## src/rtl/modbus_rtu_read_holding_responder_defines.svh

```systemverilog
// Assertion macros for the Modbus read-holding responder.
`ifndef MODBUS_RTU_READ_HOLDING_RESPONDER_DEFINES_SVH
`define MODBUS_RTU_READ_HOLDING_RESPONDER_DEFINES_SVH

`ifndef SYNTHESIS

// same-cycle implication
`define MBRH_ASSERT_IMP(label, clk_s, rst_s, ante, cons) \
  label: assert property (@(posedge clk_s) disable iff (!rst_s) (ante) |-> (cons)) \
    else $error("mbrh assertion failed");

// next-cycle implication
`define MBRH_ASSERT_NXT(label, clk_s, rst_s, ante, cons) \
  label: assert property (@(posedge clk_s) disable iff (!rst_s) (ante) |=> (cons)) \
    else $error("mbrh assertion failed");

`else

`define MBRH_ASSERT_IMP(label, clk_s, rst_s, ante, cons)
`define MBRH_ASSERT_NXT(label, clk_s, rst_s, ante, cons)

`endif

`endif

```

## src/rtl/mbrh_pkg.sv

```systemverilog
// Shared types, constants and CRC function for the Modbus read-holding responder.
package mbrh_pkg;

  localparam int FRAME_LEN_DEF = 8;
  localparam int REG_COUNT_DEF = 64;
  localparam int MAX_REGS_DEF  = 16;

  localparam logic [7:0]  FUNC_READ_HOLDING = 8'h03;
  localparam logic [15:0] CRC_INIT          = 16'hFFFF;
  localparam logic [15:0] CRC_POLY          = 16'hA001;
  localparam logic [7:0]  SLAVE_ID_RST      = 8'd1;

  // request frame byte positions
  localparam logic [3:0] BYTE_ID    = 4'd0;
  localparam logic [3:0] BYTE_FUNC  = 4'd1;
  localparam logic [3:0] BYTE_START = 4'd3;
  localparam logic [3:0] BYTE_COUNT = 4'd5;

  // input word kinds
  localparam logic CMD_RX_BYTE   = 1'b0;
  localparam logic CMD_REG_WRITE = 1'b1;

  typedef struct packed {
    logic       go;
    logic [7:0] start;
    logic [6:0] count;
  } req_t;

  typedef enum logic [2:0] {
    ST_IDLE,
    ST_HDR,
    ST_HI,
    ST_LO,
    ST_CRCL,
    ST_CRCH
  } tx_state_t;

  function automatic logic [15:0] crc_feed(input logic [15:0] crc, input logic [7:0] b);
    logic [15:0] c;
    c = crc ^ {8'h00, b};
    for (int i = 0; i < 8; i++) begin
      c = c[0] ? ((c >> 1) ^ CRC_POLY) : (c >> 1);
    end
    return c;
  endfunction

endpackage

```

## src/rtl/mbrh_ram.sv

```systemverilog
// Generic single-write, single-read RAM with registered read data.
module mbrh_ram #(
  parameter int WIDTH = 16,
  parameter int DEPTH = 64,
  localparam int AW = (DEPTH > 1) ? $clog2(DEPTH) : 1
) (
  input  logic             clk,
  input  logic             we,
  input  logic [AW-1:0]    waddr,
  input  logic [WIDTH-1:0] wdata,
  input  logic             re,
  input  logic [AW-1:0]    raddr,
  output logic [WIDTH-1:0] rdata
);

  logic [WIDTH-1:0] mem_r [DEPTH];
  logic [WIDTH-1:0] rdata_r;

  always_ff @(posedge clk) begin
    if (we) begin
      mem_r[waddr] <= wdata;
    end
    if (re) begin
      rdata_r <= mem_r[raddr];
    end
  end

  assign rdata = rdata_r;

endmodule

```

## src/rtl/mbrh_rx.sv

```systemverilog
// Request frame assembly: write position, kept frame bytes and request decode.
module mbrh_rx
  import mbrh_pkg::*;
#(
  parameter int FRAME_LEN = FRAME_LEN_DEF,
  parameter int REG_COUNT = REG_COUNT_DEF,
  parameter int MAX_REGS  = MAX_REGS_DEF
) (
  input  logic       clk,
  input  logic       rst_n,
  input  logic       byte_en,
  input  logic [7:0] rx_byte,
  input  logic [7:0] slave_id,
  output req_t       req
);

  localparam logic [4:0] FrameLen = 5'(FRAME_LEN);
  localparam logic [8:0] RegCount = 9'(REG_COUNT);
  localparam logic [8:0] MaxRegs  = 9'(MAX_REGS);

  logic [3:0] wpos_r, wpos_nxt;
  logic [7:0] b0_r, b0_nxt;
  logic [7:0] b1_r, b1_nxt;
  logic [7:0] b3_r, b3_nxt;
  logic [7:0] b5_r, b5_nxt;
  logic [3:0] pos, np;
  logic       match, done, valid_req;
  logic [8:0] span;

  always_comb begin
    pos    = ({1'b0, wpos_r} >= FrameLen) ? 4'd0 : wpos_r;
    np     = pos + 4'd1;
    b0_nxt = (pos == BYTE_ID)    ? rx_byte : b0_r;
    b1_nxt = (pos == BYTE_FUNC)  ? rx_byte : b1_r;
    b3_nxt = (pos == BYTE_START) ? rx_byte : b3_r;
    b5_nxt = (pos == BYTE_COUNT) ? rx_byte : b5_r;
    match  = (b0_nxt == slave_id);
    // 4-bit position wraps to zero when the frame is sixteen bytes long
    done   = (np == 4'd0) || ({1'b0, np} >= FrameLen);
    wpos_nxt = (!match || done) ? 4'd0 : np;
    span   = {1'b0, b3_nxt} + {1'b0, b5_nxt};
    valid_req = (b1_nxt == FUNC_READ_HOLDING) && (b5_nxt != 8'd0) &&
                ({1'b0, b5_nxt} <= MaxRegs) && (span <= RegCount);
    req.go    = byte_en && match && done && valid_req;
    req.start = b3_nxt;
    req.count = b5_nxt[6:0];
  end

  always_ff @(posedge clk) begin
    if (!rst_n) begin
      wpos_r <= 4'd0;
      b0_r   <= 8'd0;
      b1_r   <= 8'd0;
      b3_r   <= 8'd0;
      b5_r   <= 8'd0;
    end else if (byte_en) begin
      wpos_r <= wpos_nxt;
      b0_r   <= b0_nxt;
      b1_r   <= b1_nxt;
      b3_r   <= b3_nxt;
      b5_r   <= b5_nxt;
    end
  end

endmodule

```

## src/rtl/mbrh_tx.sv

```systemverilog
// Response sequencer: header, register reads from the table RAM, CRC and output register.
`include "modbus_rtu_read_holding_responder_defines.svh"

module mbrh_tx
  import mbrh_pkg::*;
#(
  parameter int REG_COUNT = REG_COUNT_DEF,
  localparam int AW = (REG_COUNT > 1) ? $clog2(REG_COUNT) : 1
) (
  input  logic          clk,
  input  logic          rst_n,
  input  logic [7:0]    slave_id,
  input  req_t          req,
  output logic          rd_en,
  output logic [AW-1:0] rd_addr,
  input  logic [15:0]   rd_data,
  output logic          idle,
  output logic          out_tvalid,
  input  logic          out_tready,
  output logic [7:0]    out_tdata,
  output logic          out_tlast
);

  localparam logic [1:0] HDR_ID   = 2'd0;
  localparam logic [1:0] HDR_FUNC = 2'd1;

  tx_state_t     state_r, state_nxt;
  logic [1:0]    hdr_r, hdr_nxt;
  logic [AW-1:0] addr_r, addr_nxt;
  logic [6:0]    rem_r, rem_nxt;
  logic [6:0]    count_r, count_nxt;
  logic [15:0]   crc_r, crc_nxt;
  logic          out_valid_r;
  logic [7:0]    out_data_r;
  logic          out_last_r;
  logic          slot, load, feed, last_nxt;
  logic [7:0]    byte_nxt;

  assign slot = !out_valid_r || out_tready;

  always_ff @(posedge clk) begin
    if (!rst_n) begin
      state_r <= ST_IDLE;
    end else begin
      state_r <= state_nxt;
    end
  end

  always_comb begin
    state_nxt = state_r;
    hdr_nxt   = hdr_r;
    addr_nxt  = addr_r;
    rem_nxt   = rem_r;
    count_nxt = count_r;
    load      = 1'b0;
    feed      = 1'b0;
    last_nxt  = 1'b0;
    byte_nxt  = 8'd0;
    rd_en     = 1'b0;
    unique case (state_r)
      ST_IDLE: begin
        if (req.go) begin
          state_nxt = ST_HDR;
          hdr_nxt   = HDR_ID;
          addr_nxt  = req.start[AW-1:0];
          rem_nxt   = req.count;
          count_nxt = req.count;
        end
      end
      ST_HDR: begin
        if (slot) begin
          load = 1'b1;
          feed = 1'b1;
          case (hdr_r)
            HDR_ID:   byte_nxt = slave_id;
            HDR_FUNC: byte_nxt = FUNC_READ_HOLDING;
            default:  byte_nxt = {count_r, 1'b0};
          endcase
          if (hdr_r == HDR_ID || hdr_r == HDR_FUNC) begin
            hdr_nxt = hdr_r + 2'd1;
          end else begin
            // fetch the first register while the byte count goes out
            rd_en     = 1'b1;
            state_nxt = ST_HI;
          end
        end
      end
      ST_HI: begin
        if (slot) begin
          load      = 1'b1;
          feed      = 1'b1;
          byte_nxt  = rd_data[15:8];
          state_nxt = ST_LO;
        end
      end
      ST_LO: begin
        if (slot) begin
          load     = 1'b1;
          feed     = 1'b1;
          byte_nxt = rd_data[7:0];
          rem_nxt  = rem_r - 7'd1;
          if (rem_r == 7'd1) begin
            state_nxt = ST_CRCL;
          end else begin
            rd_en     = 1'b1;
            addr_nxt  = addr_r + AW'(1);
            state_nxt = ST_HI;
          end
        end
      end
      ST_CRCL: begin
        if (slot) begin
          load      = 1'b1;
          byte_nxt  = crc_r[7:0];
          state_nxt = ST_CRCH;
        end
      end
      ST_CRCH: begin
        if (slot) begin
          load      = 1'b1;
          byte_nxt  = crc_r[15:8];
          last_nxt  = 1'b1;
          state_nxt = ST_IDLE;
        end
      end
      default: state_nxt = ST_IDLE;
    endcase
    if (state_r == ST_IDLE) begin
      crc_nxt = CRC_INIT;
    end else if (feed) begin
      crc_nxt = crc_feed(crc_r, byte_nxt);
    end else begin
      crc_nxt = crc_r;
    end
  end

  assign rd_addr = addr_nxt;
  assign idle    = (state_r == ST_IDLE);

  always_ff @(posedge clk) begin
    hdr_r   <= hdr_nxt;
    addr_r  <= addr_nxt;
    rem_r   <= rem_nxt;
    count_r <= count_nxt;
    crc_r   <= crc_nxt;
    if (load) begin
      out_data_r <= byte_nxt;
      out_last_r <= last_nxt;
    end
  end

  always_ff @(posedge clk) begin
    if (!rst_n) begin
      out_valid_r <= 1'b0;
    end else if (load) begin
      out_valid_r <= 1'b1;
    end else if (out_tready) begin
      out_valid_r <= 1'b0;
    end
  end

  assign out_tvalid = out_valid_r;
  assign out_tdata  = out_data_r;
  assign out_tlast  = out_last_r;

  `MBRH_ASSERT_IMP(a_go_when_idle, clk, rst_n, req.go, state_r == ST_IDLE)
  `MBRH_ASSERT_IMP(a_read_only_busy, clk, rst_n, rd_en, state_r != ST_IDLE)
  `MBRH_ASSERT_NXT(a_last_ends_frame, clk, rst_n, load && last_nxt, state_r == ST_IDLE)

endmodule

```

## src/rtl/modbus_rtu_read_holding_responder.sv

```systemverilog
// Top level of the Modbus RTU read-holding-registers responder.
//
//  channel | dir | data                                              | side band
//  in_     | in  | tdata: rx_byte[7:0] reg_index[13:8] reg_value[29:14] | tuser: cmd
//  out_    | out | tdata: tx_byte[7:0]                               | tlast: last_byte
//  cfg_    | in  | wdata: slave_id[7:0], written when cfg_we is high  | -
//
// Received bytes and register writes wait for in_tready, which is high while no
// response is being generated. A complete valid request produces 5 + 2*count bytes
// at one byte per cycle when out_tready stays high: the register table RAM read
// for each register is issued while the previous byte leaves, so the sequencer
// sets the figure. Reset clears the table through per-entry valid bits, no sweep.
// out_tready low stalls the sequencer; input stays blocked until the last byte is
// in the output register.
`include "modbus_rtu_read_holding_responder_defines.svh"

module modbus_rtu_read_holding_responder
  import mbrh_pkg::*;
#(
  parameter int FRAME_LEN = FRAME_LEN_DEF,
  parameter int REG_COUNT = REG_COUNT_DEF,
  parameter int MAX_REGS  = MAX_REGS_DEF
) (
  input  logic        clk,
  input  logic        rst_n,
  input  logic        in_tvalid,
  output logic        in_tready,
  input  logic [31:0] in_tdata,   // rx_byte, reg_index, reg_value, zero pad
  input  logic        in_tuser,   // cmd
  output logic        out_tvalid,
  input  logic        out_tready,
  output logic [7:0]  out_tdata,  // tx_byte
  output logic        out_tlast,  // last_byte
  input  logic        cfg_we,
  input  logic [7:0]  cfg_wdata
);

  localparam int AW = (REG_COUNT > 1) ? $clog2(REG_COUNT) : 1;
  localparam logic [8:0] RegCount = 9'(REG_COUNT);

  logic [7:0]     slave_id_r;
  logic           accept, byte_en;
  logic [8:0]     widx;
  logic           ram_we;
  logic [AW-1:0]  waddr;
  logic           rd_en;
  logic [AW-1:0]  rd_addr;
  logic [15:0]    ram_q, rd_data;
  logic           rd_valid_r;
  logic [REG_COUNT-1:0] valid_r;
  logic           idle;
  req_t           req;

  always_ff @(posedge clk) begin
    if (!rst_n) begin
      slave_id_r <= SLAVE_ID_RST;
    end else if (cfg_we) begin
      slave_id_r <= cfg_wdata;
    end
  end

  assign in_tready = idle;
  assign accept    = in_tvalid && in_tready;
  assign byte_en   = accept && (in_tuser == CMD_RX_BYTE);
  assign widx      = {3'b000, in_tdata[13:8]};
  assign ram_we    = accept && (in_tuser == CMD_REG_WRITE) && (widx < RegCount);
  assign waddr     = widx[AW-1:0];

  // entries never written since reset read as zero
  always_ff @(posedge clk) begin
    if (!rst_n) begin
      valid_r <= '0;
    end else if (ram_we) begin
      valid_r[waddr] <= 1'b1;
    end
  end

  always_ff @(posedge clk) begin
    if (rd_en) begin
      rd_valid_r <= valid_r[rd_addr];
    end
  end

  assign rd_data = rd_valid_r ? ram_q : 16'd0;

  mbrh_ram #(
    .WIDTH (16),
    .DEPTH (REG_COUNT)
  ) u_regs (
    .clk   (clk),
    .we    (ram_we),
    .waddr (waddr),
    .wdata (in_tdata[29:14]),
    .re    (rd_en),
    .raddr (rd_addr),
    .rdata (ram_q)
  );

  mbrh_rx #(
    .FRAME_LEN (FRAME_LEN),
    .REG_COUNT (REG_COUNT),
    .MAX_REGS  (MAX_REGS)
  ) u_rx (
    .clk      (clk),
    .rst_n    (rst_n),
    .byte_en  (byte_en),
    .rx_byte  (in_tdata[7:0]),
    .slave_id (slave_id_r),
    .req      (req)
  );

  mbrh_tx #(
    .REG_COUNT (REG_COUNT)
  ) u_tx (
    .clk        (clk),
    .rst_n      (rst_n),
    .slave_id   (slave_id_r),
    .req        (req),
    .rd_en      (rd_en),
    .rd_addr    (rd_addr),
    .rd_data    (rd_data),
    .idle       (idle),
    .out_tvalid (out_tvalid),
    .out_tready (out_tready),
    .out_tdata  (out_tdata),
    .out_tlast  (out_tlast)
  );

  // table writes and response reads never share a cycle
  `MBRH_ASSERT_IMP(a_no_rw_overlap, clk, rst_n, ram_we, !rd_en)

endmodule

```

## config.mk

```make
export PLATFORM = sky130hd
export DESIGN_NAME = modbus_rtu_read_holding_responder
export DESIGN_NICKNAME = d
export VERILOG_FILES = /design/src/rtl/mbrh_pkg.sv /design/src/rtl/mbrh_ram.sv /design/src/rtl/mbrh_rx.sv /design/src/rtl/mbrh_tx.sv /design/src/rtl/modbus_rtu_read_holding_responder.sv
export VERILOG_INCLUDE_DIRS = /design/src /design/src/rtl
export SDC_FILE = /design/constraint.sdc
export NUM_CORES = 1
export LEC_CHECK = 0
export ABC_CLOCK_PERIOD_IN_PS = 6700
export BUFFER_PORTS_ARGS = -buffer_cell sky130_fd_sc_hd__buf_2
export CORE_UTILIZATION = 50
export DETAILED_ROUTE_END_ITERATION = 10
export GPL_TIMING_DRIVEN = 0
export PLACE_DENSITY = 0.65
export SETUP_SLACK_MARGIN = 0.1
export SLEW_MARGIN = 30
export SYNTH_ARGS = -nofsm -noshare
export SYNTH_HDL_FRONTEND = slang
export SYNTH_HIERARCHICAL = 1
export SYNTH_SLANG_ARGS = --single-unit
```

## constraint.sdc

```tcl
create_clock -name clk -period 6.7 [get_ports clk]
set_input_delay 0.67 -clock clk [delete_from_list [all_inputs] [get_ports clk]]
set_output_delay 0.67 -clock clk [all_outputs]
set_load 0.1 [all_outputs]
```

==> results_dict.tcl <==
set metrics [dict create \
    status "completed" \
    setup_viol 0 \
    cts_tree "done" \
    grt_pass1_wl_um 182000 \
    dieArea_um2 99000 \
    grt_usage_pct 25.4 \
    muxShareOfSynthArea_pct 14.7 \
    skew_ns 0.0233 \
    synth_xor_area_share_pct 0.950 \
    slew_viol_final 0 \
    syn_area_um2 48900 \
    ff2ff_path_depth 26 \
    synth_simple_gate_area_share_pct 5.79 \
    htree_levels 3 \
    async_flop_share_pct 0 \
    synthAdderAreaFrac_pct 0.476 \
    syn_to_final_growth_pct 15.3 \
    ys_ff_latch 1200 \
    clkSinkCount 1200 \
    place_hpwl_um 82800 \
    clock_path_buffers 3 \
    cts_made_buffers 118 \
    wire_per_inst_um 28.8 \
    via_count 26900 \
    ios 57 \
    synth_area_per_cell_um2 17.9 \
    clock.fmax_ghz 0.156 \
    end_kind "flop" \
    synth.most_common_cell "edfxtp_1" \
    min_path_cells 3 \
    finalHoldViolCount 0 \
    place_area_um2 51600 \
    drc_errors 0 \
    maxCapViolCount 0 \
    yosys_warnings 6 \
    crit_arrival_ns 6.77 \
    start_kind "flop" \
    yosysTopAreaCell "edfxtp_1" \
    synth.distinct_cells 87 \
    utilization_pct 58.3 \
    synth_top_family_by_area "multiplexers" \
    critical_path_required_ns 7.07 \
    fin_nets 3023 \
    finalWorstPathRequiredPeriod_ns 6.40 \
    clkTransAtPathRegs_ns 0.06 \
    worst_pin_slew_ns 0.978 \
    die_y_um 315 \
    wl_um 125000 \
    gr-total-overflow 0 \
    fin_crit_sh_pct 95.5 \
    worstSkewPairLatency_ns 0.70 \
    antenna_found_initial 3 \
    syn_inst 2730 \
    viasPerCell 6.20 \
    critPathKind "flop to flop" \
    synth_edf_count 1066 \
    rsz0062_at_grt "false" \
    yosysSeqAreaShare_pct 71.0 \
    holdBufCountCts 0 \
    fin_setup_tns_ns 0 \
    finalInstanceArea_um2 56300 \
    instances_no_fill 4338 \
    placeableCoreArea_um2 96700 \
    grt_max_degree 65 \
    min_path_type "input pin to flop" \
    synth_common_cells "edfxtp_1, mux4_2, nor2_1" \
    num_rows 114 \
    detail-route-antenna-nets 0 \
    grt_pass1_vias 26800 \
    max-slew-margin-rel_pct 34.6 \
    power_density_nw_per_um2 267 \
    yosys-top-cells-area "edfxtp_1, mux4_2, dfxtp_1" \
    synthFlopType "edfxtp_1" \
    clock-root-buffer "clkbuf_16" \
    crit_fanout 10 \
    start_util_pct 50.5 \
    dr.pass1.iters 5 \
    fp.dieW_um 315 \
    drive_above_1_share_pct 27.3 \
    syn_nets 2794 \
    worst-r2r-setup-slack_ns 0.30 \
    gp_congestion 0.903 \
    vdd_drop_max_mv 0.238 \
    synth_compound_area_share_pct 4.75 \
    hold_ws_ns 0.221 \
    numPlacedInstances 4106 \
    port_buffers 47 \
    total_leakage_power_nw 18.3 \
    synth_top_area_share_pct 65.5 \
    drtIter0Drc 2786 \
]
path summary, 6_finish.rpt:
check	to	from
worst max-delay path	u_regs/rdata[13]	u_rx/wpos_r[3]
worst max register to register	u_regs/rdata[13]	u_rx/wpos_r[3]
worst min-delay path	slave_id_r[0]	cfg_wdata[0]
worst min register to register	u_rx/wpos_r[3]	u_rx/wpos_r[3]
worst max-delay path, stage by stage, from the launching register on:
cell and delay [ns]:
dfxtp_2 0.34, nand2b_1 0.16, inv_1 0.14, ha_2 0.23, ha_1 0.14, clkbuf_4 0.21, mux2_2 0.40, ha_1 0.29
clkbuf_1 0.18, nor3b_1 0.17, or2_2 0.27, mux2i_1 0.16, nand4b_1 0.14, o21ai_1 0.21, and4_4 0.30, nand2_2 0.11
clkinvlp_4 0.14, a22oi_1 0.07, o21ai_1 0.14, buf_6 0.17, buf_12 0.18, buf_4 0.26, mux4_2 0.53, mux2i_1 0.36
a22oi_1 0.21, a31oi_4 0.36, a311oi_1 0.15
logic make-up (layout without fill, tap and decap cells):
logic type / after synthesis / count (layout)
AOI/OAI and AO/OA: 326 / 326
xor gates and xnor gates: 45 / 45
adders and majority gates: 18 / 18
buffers and inverters: 193 / 521
DFF: 1200 / 1200
muxes: 405 / 405
other: 0 / 4
and+or+nand+nor: 543 / 543
through the flow:
step | power (mW) | worst slack, ns
after detailed placement | 8.58 | -1.50
after global placement | 8.56 | -1.52
after CTS | 15.1 | 0.0611
final | 15.0 | 0.300
after floorplan | 8.40 | 0.747
after global routing | 15.4 | 0.105
per-layer routing:
metal / track usage, % / routed length [um] / vias up
li1: - / - / 11400
met1: 34.9 / 49900 / 14100
met2: 41.7 / 61500 / 1170
met3: 4.20 / 9380 / 221
met4: 8.08 / 4120 / 0
met5: 0 / 0 / -
flip-flops by register name (all words and copies together), names as in the netlist:
register / count
u_tx/out_tvalid: 1
u_rx/wpos_r: 4
u_tx/addr_r: 6
u_tx/rem_r: 7
u_tx/count_r: 7
u_tx/hdr_r: 2
rd_valid_r: 1
u_regs/mem_r: 1024
slave_id_r: 8
u_rx/b5_r: 8
u_regs/rdata: 16
u_tx/crc_r: 16
u_tx/out_tlast: 1
u_tx/state_r: 3
valid_r: 64
u_rx/b0_r: 8
u_rx/b3_r: 8
u_tx/out_tdata: 8
u_rx/b1_r: 8
report_power, final:
part	internal, mW	switching (mW)	leakage [nW]
Clock	3.81	2.80	1.90
Sequential	8.15	0.0123	10.7
Combinational	0.0509	0.204	5.76
Total	12.0	3.01	18.3
cell usage in the layout (no fill, tap or decap), drive strengths merged, types with 17 or more instances in the layout:
cell | Yosys | layout
buf | 99 | 206
clkbuf | 70 | 209
mux2 | 40 | 40
nor2 | 146 | 146
xnor2 | 24 | 24
o21a | 55 | 55
a22oi | 46 | 46
nand2 | 115 | 115
clkinv | 0 | 59
and2 | 24 | 24
a21oi | 58 | 58
mux4 | 242 | 242
nor2b | 86 | 86
nand4 | 17 | 17
mux2i | 123 | 123
o21ai | 46 | 46
edfxtp | 1066 | 1066
dfxtp | 134 | 134
inv | 24 | 27
ha | 17 | 17
nand3 | 50 | 50
final cells by class:
class | count | area [um^2]
Tap cell | 1276 | 1600
Clock inverter | 82 | 785
Sequential cell | 1200 | 34700
Multi-Input combinational cell | 1337 | 13900
Antenna cell | 4 | 10.0
Inverter | 24 | 93.8
Timing Repair Buffer | 109 | 985
Fill cell | 7158 | 40400
Clock buffer | 137 | 3070
Buffer | 169 | 1190
timing repair:
| item | CTS | global route |
|---|---|---|
| pin swaps | 7 | 5 |
| endpoints found under the setup margin | 17 | 17 |
| setup buffers | 4 | 5 |
| gates cloned | 0 | 0 |
| resized for setup | 123 | 45 |
Note: power is estimated with default switching activity, not from simulation.
